<file path="src/hdl/tccw_pkg.sv">
// Shared types and constants for the text console cursor writer.
// No dependencies; every other file imports this package.
package tccw_pkg;

  localparam int COLUMNS_DEFAULT = 80;
  localparam int ROWS_DEFAULT    = 25;

  localparam int COL_W  = 7;   // cursor column register
  localparam int ROW_W  = 5;   // cursor row register
  localparam int ADDR_W = 11;  // cell address
  localparam int POS_W  = 12;  // cursor position
  localparam int WORD_W = 16;  // cell word

  localparam logic       OP_PUT       = 1'b0;
  localparam logic       OP_ERASE     = 1'b1;
  localparam logic [7:0] NEWLINE_CODE = 8'h0A;
  localparam logic [7:0] BLANK_CODE   = 8'h20;

  typedef struct packed {
    logic       operation;
    logic [7:0] char_code;
    logic [3:0] fore_colour;
    logic [3:0] back_colour;
  } char_item_t;

  typedef struct packed {
    logic              cell_write;
    logic [ADDR_W-1:0] cell_address;
    logic [WORD_W-1:0] cell_word;
    logic [POS_W-1:0]  cursor_position;
    logic              off_screen;
  } cell_item_t;

endpackage

</file>
<file path="src/hdl/tccw_cursor.sv">
// Cursor row/column registers and the next-cursor and cell-write logic.
// Depends on tccw_pkg.
module tccw_cursor import tccw_pkg::*; #(
  parameter int COLUMNS = COLUMNS_DEFAULT,
  parameter int ROWS    = ROWS_DEFAULT
) (
  input  logic       clk,
  input  logic       rst,
  input  logic       advance,
  input  char_item_t item,
  output cell_item_t result
);

  localparam logic [COL_W-1:0] LAST_COL = COL_W'(COLUMNS - 1);
  localparam logic [COL_W-1:0] NUM_COLS = COL_W'(COLUMNS);
  localparam logic [ROW_W-1:0] NUM_ROWS = ROW_W'(ROWS);

  logic [COL_W-1:0] cursor_column, cursor_column_next;
  logic [ROW_W-1:0] cursor_row, cursor_row_next;

  logic [COL_W-1:0] col_inc;
  logic [ROW_W-1:0] row_inc;
  logic [ROW_W-1:0] write_row;
  logic [COL_W-1:0] write_col;
  logic             write_req;
  logic [7:0]       write_char;
  logic [POS_W-1:0] write_pos;
  logic [POS_W-1:0] new_pos;

  // row saturates at ROWS
  assign col_inc = cursor_column + 1'b1;
  assign row_inc = (cursor_row < NUM_ROWS) ? cursor_row + 1'b1 : cursor_row;

  always_comb begin
    cursor_column_next = cursor_column;
    cursor_row_next    = cursor_row;
    write_req          = 1'b0;
    write_row          = cursor_row;
    write_col          = cursor_column;
    write_char         = item.char_code;
    case (item.operation)
      OP_PUT: begin
        if (item.char_code == NEWLINE_CODE) begin
          cursor_column_next = '0;
          cursor_row_next    = row_inc;
        end else begin
          write_req = 1'b1;
          if (col_inc >= NUM_COLS) begin
            cursor_column_next = '0;
            cursor_row_next    = row_inc;
          end else begin
            cursor_column_next = col_inc;
          end
        end
      end
      OP_ERASE: begin
        write_char = BLANK_CODE;
        if (cursor_column != '0 || cursor_row != '0) begin
          write_req = 1'b1;
          if (cursor_column == '0) begin
            cursor_row_next    = cursor_row - 1'b1;
            cursor_column_next = LAST_COL;
          end else begin
            cursor_column_next = cursor_column - 1'b1;
          end
          // blank goes to the cell the cursor moved back onto
          write_row = cursor_row_next;
          write_col = cursor_column_next;
        end
      end
      default: ;
    endcase
  end

  assign write_pos = POS_W'(write_row) * POS_W'(COLUMNS) + POS_W'(write_col);
  assign new_pos   = POS_W'(cursor_row_next) * POS_W'(COLUMNS) + POS_W'(cursor_column_next);

  always_comb begin
    result                 = '0;
    result.cursor_position = new_pos;
    if (write_req) begin
      if (write_row >= NUM_ROWS) begin
        result.off_screen = 1'b1;
      end else begin
        result.cell_write   = 1'b1;
        result.cell_address = write_pos[ADDR_W-1:0];
        result.cell_word    = {item.back_colour, item.fore_colour, write_char};
      end
    end
  end

  always_ff @(posedge clk) begin
    if (rst) begin
      cursor_column <= '0;
      cursor_row    <= '0;
    end else if (advance) begin
      cursor_column <= cursor_column_next;
      cursor_row    <= cursor_row_next;
    end
  end

endmodule

</file>
<file path="src/hdl/text_console_cursor_writer_top.sv">
// Top level of the text console cursor writer: input register, cursor unit,
// result register. Depends on tccw_pkg and tccw_cursor.
//
//  channel | valid      | stall      | payload              | direction
//  --------+------------+------------+----------------------+----------
//  char    | char_valid | char_stall | char_item (put/erase)| into block
//  cell    | cell_valid | cell_stall | cell_item (result)   | out of block
//
// One transaction in, one transaction out; a new char transaction is taken
// every cycle unless char_stall is high. The input register comes first, then
// the cursor update and address multiply-add land in the result register.
// Synchronous active-high rst clears the cursor to row 0, column 0 and drops
// both valid flags.
// A stall on cell holds the result; char_stall rises only when the input
// register is full and the result register cannot drain.
module text_console_cursor_writer_top import tccw_pkg::*; #(
  parameter int COLUMNS = COLUMNS_DEFAULT,
  parameter int ROWS    = ROWS_DEFAULT
) (
  input  logic       clk,
  input  logic       rst,
  input  logic       char_valid,
  output logic       char_stall,
  input  char_item_t char_item,
  output logic       cell_valid,
  input  logic       cell_stall,
  output cell_item_t cell_item
);

  // input register
  logic       stage_valid;
  char_item_t stage_item;

  // result from the cursor unit for the staged transaction
  cell_item_t step_result;

  logic accept;
  logic advance;

  // the staged transaction moves on when the result register is empty or draining
  assign advance    = stage_valid && (!cell_valid || !cell_stall);
  assign char_stall = stage_valid && !advance;
  assign accept     = char_valid && !char_stall;

  tccw_cursor #(
    .COLUMNS (COLUMNS),
    .ROWS    (ROWS)
  ) u_cursor (
    .clk     (clk),
    .rst     (rst),
    .advance (advance),
    .item    (stage_item),
    .result  (step_result)
  );

  always_ff @(posedge clk) begin
    if (rst) begin
      stage_valid <= 1'b0;
    end else begin
      stage_valid <= accept || (stage_valid && !advance);
    end
  end

  always_ff @(posedge clk) begin
    if (accept) begin
      stage_item <= char_item;
    end
  end

  // result register
  always_ff @(posedge clk) begin
    if (rst) begin
      cell_valid <= 1'b0;
    end else begin
      cell_valid <= advance || (cell_valid && cell_stall);
    end
  end

  always_ff @(posedge clk) begin
    if (advance) begin
      cell_item <= step_result;
    end
  end

endmodule

</file>
<file path="config.mk">
export PLATFORM = sky130hd
export DESIGN_NAME = text_console_cursor_writer_top
export DESIGN_NICKNAME = d
export VERILOG_FILES = /design/src/hdl/tccw_pkg.sv /design/src/hdl/tccw_cursor.sv /design/src/hdl/text_console_cursor_writer_top.sv
export SDC_FILE = /design/constraint.sdc
export NUM_CORES = 1
export LEC_CHECK = 0
export ABC_AREA = 0
export BUFFER_PORTS_ARGS = -buffer_cell sky130_fd_sc_hd__buf_2
export CAP_MARGIN = 20
export CORE_MARGIN = 4
export CORE_UTILIZATION = 50
export DETAILED_ROUTE_END_ITERATION = 12
export PLACE_DENSITY = 0.72
export SLEW_MARGIN = 20
export SYNTH_ARGS = -nofsm -noshare
export SYNTH_HDL_FRONTEND = slang
export SYNTH_SLANG_ARGS = --single-unit
</file>
<file path="constraint.sdc">
create_clock -name clk -period 5.2 [get_ports clk]
set_input_delay 1.04 -clock clk [delete_from_list [all_inputs] [get_ports clk]]
set_output_delay 1.04 -clock clk [all_outputs]
set_load 0.01 [all_outputs]
</file>
Word-level counts from Yosys, hierarchy flattened
Cells that the tools add are included.
Widths: inputs -> output; s select.
{"block": "totals", "reg_bits": 72, "elab_cells": 64, "inputBits": 21, "output_inout_bits": 43}
{"block": "op_classes", "n_reduce_logical": 17, "mux": 19, "addsub": 6, "magnitude_cmp": 3, "multipliers": 2, "bitwise": 2, "n_eq_ne": 1}
{"operator": "$mux 7", "count": 5}
{"operator": "$mux 5", "count": 6}
{"operator": "$mux 28", "count": 1}
{"operator": "$pmux 7 s2", "count": 1}
{"operator": "$add 12x7->12", "count": 1}
{"operator": "$add 11x7->11", "count": 1}
{"operator": "$pmux 5 s2", "count": 1}
{"operator": "$eq 8x4->1 const B", "count": 1}
{"operator": "$mul 5x3->8 const B", "count": 1}
{"operator": "$mux 8", "count": 1}
{"operator": "$add 7x1->7 const B", "count": 1}
{"operator": "$ge 7x7->1 const B", "count": 1}
{"operator": "$logic_not 7->1", "count": 1}
{"operator": "$mul 5x3->7 const B", "count": 1}
{"operator": "$reduce_bool 7->1", "count": 1}
{"operator": "$sub 7x1->7 const B", "count": 1}
{"operator": "$add 5x1->5 const B", "count": 1}
{"operator": "$ge 5x5->1 const B", "count": 1}
{"operator": "$lt 5x5->1 const B", "count": 1}
{"operator": "$reduce_bool 5->1", "count": 1}
{"operator": "$sub 5x1->5 const B", "count": 1}
{"operator": "$logic_and 1x1->1", "count": 4}
{"operator": "$logic_not 1->1", "count": 4}
{"operator": "$logic_or 1x1->1", "count": 4}
{"operator": "other kinds (5)", "count": 8}

Depth between registers and ports, before layout
Gate-level depths: netlist of run 1.
{"block": "depth", "word_depth": 8, "depth_mapped": 17, "ltp_nobuf": 16}

Modules after synthesis
A second synthesis of run 1 with hierarchy kept.
{"block": "hier_totals", "cells_unflattened": 374, "area_unflattened_um2": 4111.4}
{"module": "tccw_cursor", "instances": 1, "seq_area_each_um2": 240.2, "area_each_um2": 2283.4, "cells_each": 306}
{"module": "text_console_cursor_writer_top", "instances": 1, "seq_area_each_um2": 1781.7, "area_each_um2": 1828.0, "cells_each": 68}

Least setup slack after synthesis of run 1
OpenSTA, ideal clock, no wires.
{"block": "synth_timing", "path_type": "register to register", "start": "register u_cursor.cursor_column[1]", "end": "register cell_item[12] in the netlist's numbering, data pin", "synth_period_minus_slack_ns": 4.013, "setup_ns": 0.272, "stages_incl_launch_ff": 14, "arrival_time_ns": 3.741, "required_time_ns": 4.928, "n_path_buf": 0, "path_slack_ns": 1.187, "path_cell_list": "dfxtp_1 > ha_1 > and4_4 > a221o_1 > nand3_1 > a31oi_1 > a21boi_1 > xnor2_1 > ha_1 > fa_1 > xnor2_1 > nor3_1 > and4_2 > or4_1"}
{"element": "from (decl)", "line_no": "tccw_cursor.sv:18", "rtl": "logic [COL_W-1:0] cursor_column, cursor_column_next;"}
{"element": "from (signal assigned)", "line_no": "tccw_cursor.sv:97", "rtl": "cursor_column <= cursor_column_next;"}
{"element": "to (signal assigned)", "line_no": "text_console_cursor_writer_top.sv:81", "rtl": "cell_item <= step_result;"}
{"element": "to (decl)", "line_no": "text_console_cursor_writer_top.sv:27", "rtl": "output cell_item_t cell_item"}

==> results of run 1 <==
==> area by class of cell <==
type / count / area [µm²]
inverter: 27 / 105
tap: 102 / 128
clock buffer: 9 / 124
fill: 678 / 3180
sequential: 72 / 2020
multi-input combinational: 258 / 1840
clock inverter: 7 / 77.6
timing repair buffer: 66 / 338
==> tightest hold or removal path, cell delays in order (launching register included) <==
cell and delay [ns]:
dfxtp_1 0.36, a21oi_1 0.05, nor2_1 0.07
==> layout by cell type (no fill, tap or decap), types with 3 or more instances in the layout <==
cell      count
buf_2        63
nand3_1       9
nand2b_1      3
fa_1          4
nor2_1       31
nand2_1      32
and2_1       17
ha_1         21
nand3b_1      3
clkbuf_8      9
o21ai_0      10
mux2i_1       3
a211oi_1      7
o21a_1        3
nor2b_1       7
buf_4         3
a21oi_1      20
edfxtp_1     58
a21o_1        6
inv_1        24
nor3_1        7
inv_6         3
xnor2_1      14
o22ai_1       3
and3_1        4
dfxtp_1      14
or2_2         3
==> stage by stage <==
| stage | instance area (µm²) | instances | total power [mW] | utilization (%) |
|---|---|---|---|---|
| 3_3_place_gp | 4430 | 525 | 1.04 | 56.7 |
| 2_1_floorplan | 4060 | 374 | 0.961 | - |
| 5_1_grt | 4630 | 541 | 1.59 | 59.3 |
| 3_5_place_dp | 4430 | 525 | 1.05 | 56.7 |
| 4_1_cts | 4630 | 541 | 1.51 | 59.3 |
| 6_report | 4630 | 541 | 1.50 | 59.3 |
==> cell usage after synthesis (3+ instances only) <==
| master | count | area share (%) |
|---|---|---|
| edfxtp_1 | 58 | 43 |
| nand2_1 | 32 | 3.0 |
| nor2_1 | 31 | 2.9 |
| inv_1 | 25 | 2.3 |
| ha_1 | 21 | 6.5 |
| a21oi_1 | 20 | 2.5 |
| and2_1 | 17 | 2.6 |
| dfxtp_1 | 14 | 6.9 |
| xnor2_1 | 14 | 3.0 |
| o21ai_0 | 10 | 1.2 |
| nand3_1 | 9 | 1.1 |
| a211oi_1 | 7 | 1.3 |
| clkbuf_1 | 7 | 0.65 |
| nor2b_1 | 7 | 1.1 |
| nor3_1 | 7 | 0.86 |
| a21o_1 | 6 | 1.1 |
| buf_2 | 6 | 0.74 |
| and3_1 | 4 | 0.62 |
| fa_1 | 4 | 2.0 |
| buf_6 | 3 | 0.83 |
| mux2i_1 | 3 | 0.74 |
| nand2b_1 | 3 | 0.46 |
| nand3b_1 | 3 | 0.56 |
| o21a_1 | 3 | 0.56 |
| o22ai_1 | 3 | 0.46 |
| or2_2 | 3 | 0.46 |
==> power groups by stage <==
stage / logic, mW / clock network [mW] / registers [mW]
finish: 0.334 / 0.459 / 0.704
floorplan: 0.239 / 0 / 0.722
global route: 0.378 / 0.496 / 0.711
detailed placement: 0.333 / 0 / 0.718
global placement: 0.327 / 0 / 0.716
CTS: 0.337 / 0.472 / 0.705
==> metal layers <==
layer  track usage [%]  up-vias  wire length, µm
li1                  -     1484                -
met1              23.3     1410             3760
met2              30.4       74             4140
met3              5.57        6              443
met4              5.54        0               61
met5                 0        -                0
==> path summary, 6_finish.rpt <==
check	to	slack, ns	from	cells past startpoint
max	cell_item[12]	0.55	u_cursor.cursor_column[0]	13
min	cell_valid	0.52	stage_valid	2
max reg2reg	cell_item[12]	0.55	u_cursor.cursor_column[0]	13
min reg2reg	cell_valid	0.52	stage_valid	2
==> sequential cells by signal, indices dropped and copies added (netlist names) <==
signal / cells
cell_item: 41
stage_item: 17
cell_valid: 1
stage_valid: 1
u_cursor.cursor_row: 5
u_cursor.cursor_column: 7
==> kinds of logic (layout without fill, tap and decap cells) <==
| family | count (synthesis) | count (layout) | synth area share [%] |
|---|---|---|---|
| muxes | 3 | 3 | 0.740 |
| and+or+nand+nor | 138 | 138 | 18.6 |
| xor gates and xnor gates | 15 | 15 | 3.24 |
| DFF | 72 | 72 | 49.8 |
| AOI/OAI and AO/OA | 77 | 77 | 14.2 |
| buffers and inverters | 44 | 109 | 4.87 |
| adders and majority gates | 25 | 25 | 8.45 |
==> impl_metrics.tcl, run 1 <==
set metrics [dict create \
    antenna_found_initial 0 \
    synth_cell_type_count 72 \
    intPower_mw 1.05 \
    drv_cap 0 \
    setup_viol 0 \
    critical_path.cell_chain "ha_1, and4_4, a221o_1, nand3_1, a41oi_1, a21boi_1, xnor2_1, ha_1, fa_1, xnor2_1, nor3_1, nor4b_1, or4_1" \
    dieArea_um2 9620 \
    fin_crit_sh_pct 89.4 \
    critPathBufInv 0 \
    tightest_slew_ns 0.860 \
    fmax_mhz 215 \
    p_sw_share_pct 30.1 \
    drt_iter0_drc 188 \
    status "completed" \
    cts_repair_resize_count 0 \
    synth_edf_count 58 \
    synth_fp_nets 420 \
    grt_pass1_wl_um 14100 \
    avgSynthCellArea_um2 10.8 \
    pre_cts_slack_ns 0.626 \
    hold_slack_ns 0.515 \
    placementRows 32 \
    power.density_nw_per_um2 323 \
    clock_latency_ns 0.34 \
    skew_ns 0.0122 \
    cp-end-kind "register" \
    core_area_um2 7810 \
    peakVddDrop_mv 0.187 \
    ys_warn_count 0 \
    cts_root_buf "clkbuf_8" \
    syn_inst 374 \
    clk_path_buf_depth 2 \
    critPathLaunchType "register" \
    port_buffers 63 \
    htree_num_levels 3 \
    hold_viol_final 0 \
    yosysSeqAreaShare_pct 49.8 \
    max_stage_delay_ns 0.50 \
    synthToLayoutAreaGrowth_pct 14.2 \
    wl_per_cell_um 15.5 \
    fin_crit_ns 4.65 \
    grt_pass1_vias 2938 \
    ios 64 \
    routed_via_density 5.50 \
    crit_type "register to register" \
    netlist_area_um2 4060 \
    track_usage_pct 18.4 \
    slew_headroom_pct 42.6 \
    cts_tree "built" \
    cts_setup_buffers 0 \
    gp_routability_congestion 0.888 \
    dp_hpwl_um 6190 \
    grt_start_max_net_pins 55 \
    slew_violations 0 \
    grt-ovfl-total 0 \
    fp.dieH_um 98.1 \
    route.vias.total 2974 \
    cts_buffers 9 \
    layout.nets 480 \
    clk_pin_slew_worst_paths_ns 0.09 \
    crit_fanout 9 \
    clkSinkCount 72 \
    cp_slowest_cell "dfxtp_1" \
    die-width_um 98.1 \
    ant_nets 0 \
    crit_family "simple AND/OR/NAND/NOR gates" \
    postSynth.asyncResetShare_pct 0 \
    drt-pass1-iter-count 4 \
    seqPwrFrac_pct 47.1 \
    ys_ff_latch 72 \
    drc 0 \
    finalWorstSetupSlack_ns 0.552 \
    diodes 0 \
    ys.flop_type "edfxtp_1" \
    cp.arrival_ns 4.74 \
    hold_buffers 0 \
    routed_wl_um 8400 \
    p_sw_mw 0.451 \
    cp.required_ns 5.29 \
    hp-class "register to register" \
    start_util_pct 52.0 \
    p_leak_nw 1.89 \
    drive_above_1_share_pct 23.5 \
    rsz0062_at_grt "false" \
    combPwrFrac_pct 22.3 \
    tns_ns 0 \
    clkPwrFrac_pct 30.7 \
]
Power figures use the tool's default switching activity.
==> run 2: changes to the inputs <==
CORE_ASPECT_RATIO = 0.5   (was unset)
==> run 2 against run 1 <==
Non-clock buffer count did not move; utilization rose by 2.9 points; cell area grew 2.0%; clock power increased by 31%; register-to-register slack got worse by 0.12 ns; wire length rose by 15%; die area grew 0.91%; worst setup slack worse by 0.12 ns; global-route usage up 2.4 points; fmax is 2.4% lower; first-iteration DRC count grew 44%; sequential power grew 0.6%.
==> impl_metrics.tcl, run 2 (synthesized netlist as in run 1, its figures left out) <==
set metrics [dict create \
    slew_violations 0 \
    crit_end "cell_item[12]" \
    drt_iter0_drc 270 \
    cts_tree "built" \
    cts_repair_resize_count 0 \
    rsz0062_at_grt "false" \
    synthToLayoutAreaGrowth_pct 16.5 \
    ant_nets 0 \
    hp-class "register to register" \
    wl_per_cell_um 17.7 \
    skew_ns 0.00794 \
    rr_endpoint "cell_item[12]" \
    routed_wl_um 9680 \
    cts_setup_buffers 0 \
    largest_register "cell_item" \
    dieArea_um2 9710 \
    rr_worst_depth 13 \
    tightest_slew_ns 0.879 \
    track_usage_pct 20.8 \
    setup_viol 0 \
    clk_pin_slew_worst_paths_ns 0.07 \
    clock_latency_ns 0.34 \
    cts_buffers 9 \
    placementRows 22 \
    crit_type "register to register" \
    seqPwrFrac_pct 42.7 \
    die-width_um 135 \
    largest_reg_flops 41 \
    crit_fanout 9 \
    hold_buffers 0 \
    status "completed" \
    peakVddDrop_mv 0.178 \
    fin_crit_sh_pct 91.6 \
    clk_path_buf_depth 2 \
    drc 0 \
    power.density_nw_per_um2 351 \
    p_leak_nw 1.93 \
    cts_root_buf "clkbuf_16" \
    grt_start_max_net_pins 55 \
    start_util_pct 53.4 \
    combPwrFrac_pct 20.9 \
    layout.nets 480 \
    core_area_um2 7600 \
    dp_hpwl_um 7210 \
    gp_routability_congestion 0.904 \
    grt_pass1_vias 3048 \
    antenna_found_initial 0 \
    fillers 634 \
    reg2reg_slack_ns 0.44 \
    layout_commonest_cell "buf_2" \
    route.vias.total 3111 \
    final_cell_mix "63 x buf_2, 58 x edfxtp_1, 32 x nand2_1" \
    startpoint "u_cursor.cursor_column[0]" \
    fin_crit_ns 4.76 \
    fp.dieH_um 71.7 \
    critPathLaunchType "register" \
    grt-ovfl-total 0 \
    tns_ns 0 \
    p_sw_mw 0.504 \
    ios 64 \
    cp.arrival_ns 4.84 \
    diodes 0 \
    drive_above_1_share_pct 23.5 \
    hold_slack_ns 0.504 \
    routed_via_density 5.69 \
    drt-pass1-iter-count 5 \
    p_sw_share_pct 30.4 \
    hold_viol_final 0 \
    port_buffers 63 \
    htree_num_levels 3 \
    drv_cap 0 \
    slew_headroom_pct 41.4 \
    grt_pass1_wl_um 15400 \
    intPower_mw 1.15 \
    largestRegisters "cell_item: 41 flops, stage_item: 17 flops, u_cursor.cursor_column: 7 flops" \
    regToRegStartpoint "u_cursor.cursor_column[0]" \
    cp.required_ns 5.27 \
    worstHoldPathCells 2 \
    clkSinkCount 72 \
    fmax_mhz 210 \
    cp-end-kind "register" \
    clkPwrFrac_pct 36.4 \
]
## run 2: how the worst min path moves through the flow
stage	start	to	slack [ns]
floorplan	stage_valid	cell_valid	0.45
global placement	stage_valid	cell_valid	0.47
detailed placement	stage_valid	cell_valid	0.49
CTS	stage_valid	cell_valid	0.51
global route	stage_item[5]	cell_item[22]	0.54
finish	stage_valid	cell_valid	0.50
## run 2: through the flow
stage / power [mW] / utilization [%] / cells / setup WS [ns] / cell area [µm²]
global route: 1.74 / 62.2 / 547 / 0.00983 / 4720
global placement: 1.05 / 58.4 / 531 / 0.752 / 4440
CTS: 1.66 / 62.2 / 547 / 0.487 / 4720
floorplan: 0.961 / - / 374 / 1.19 / 4060
finish: 1.66 / 62.2 / 547 / 0.437 / 4720
detailed placement: 1.06 / 58.4 / 531 / 0.520 / 4440
## run 2: power by group through the flow
stage	logic [mW]	registers, mW	clock network (mW)
2_1_floorplan	0.239	0.722	0
3_3_place_gp	0.333	0.718	0
3_5_place_dp	0.341	0.720	0
4_1_cts	0.346	0.708	0.609
5_1_grt	0.388	0.712	0.638
6_report	0.347	0.708	0.603
## run 2: per-layer routing
layer	track usage, %	up-vias	wire length (µm)
met4	6.37	0	146
met2	32.3	122	4280
li1	-	1486	-
met3	6.59	18	641
met5	0	-	0
met1	28.0	1485	4610
## run 2: worst max-delay path, cell delays in order (launching register included)
cell and delay [ns]:
dfxtp_1 0.51, ha_1 0.29, and4_4 0.26, a221o_1 0.21, nand3_1 0.30, a41oi_1 0.32, a21boi_1 0.47, xnor2_1 0.15
ha_1 0.26, fa_1 0.46, xnor2_1 0.20, nor3_1 0.55, nor4b_1 0.10, or4_1 0.42
## run 2: cell type report
cell class	instances	area (µm²)	share of cell area [%]
inverters	27	105	2.22
well taps	108	135	2.86
clock inverters	7	62.6	1.32
clock buffers	9	225	4.77
flip-flops and latches	72	2020	42.8
multi-input cells	258	1840	38.9
repair buffers	66	338	7.15
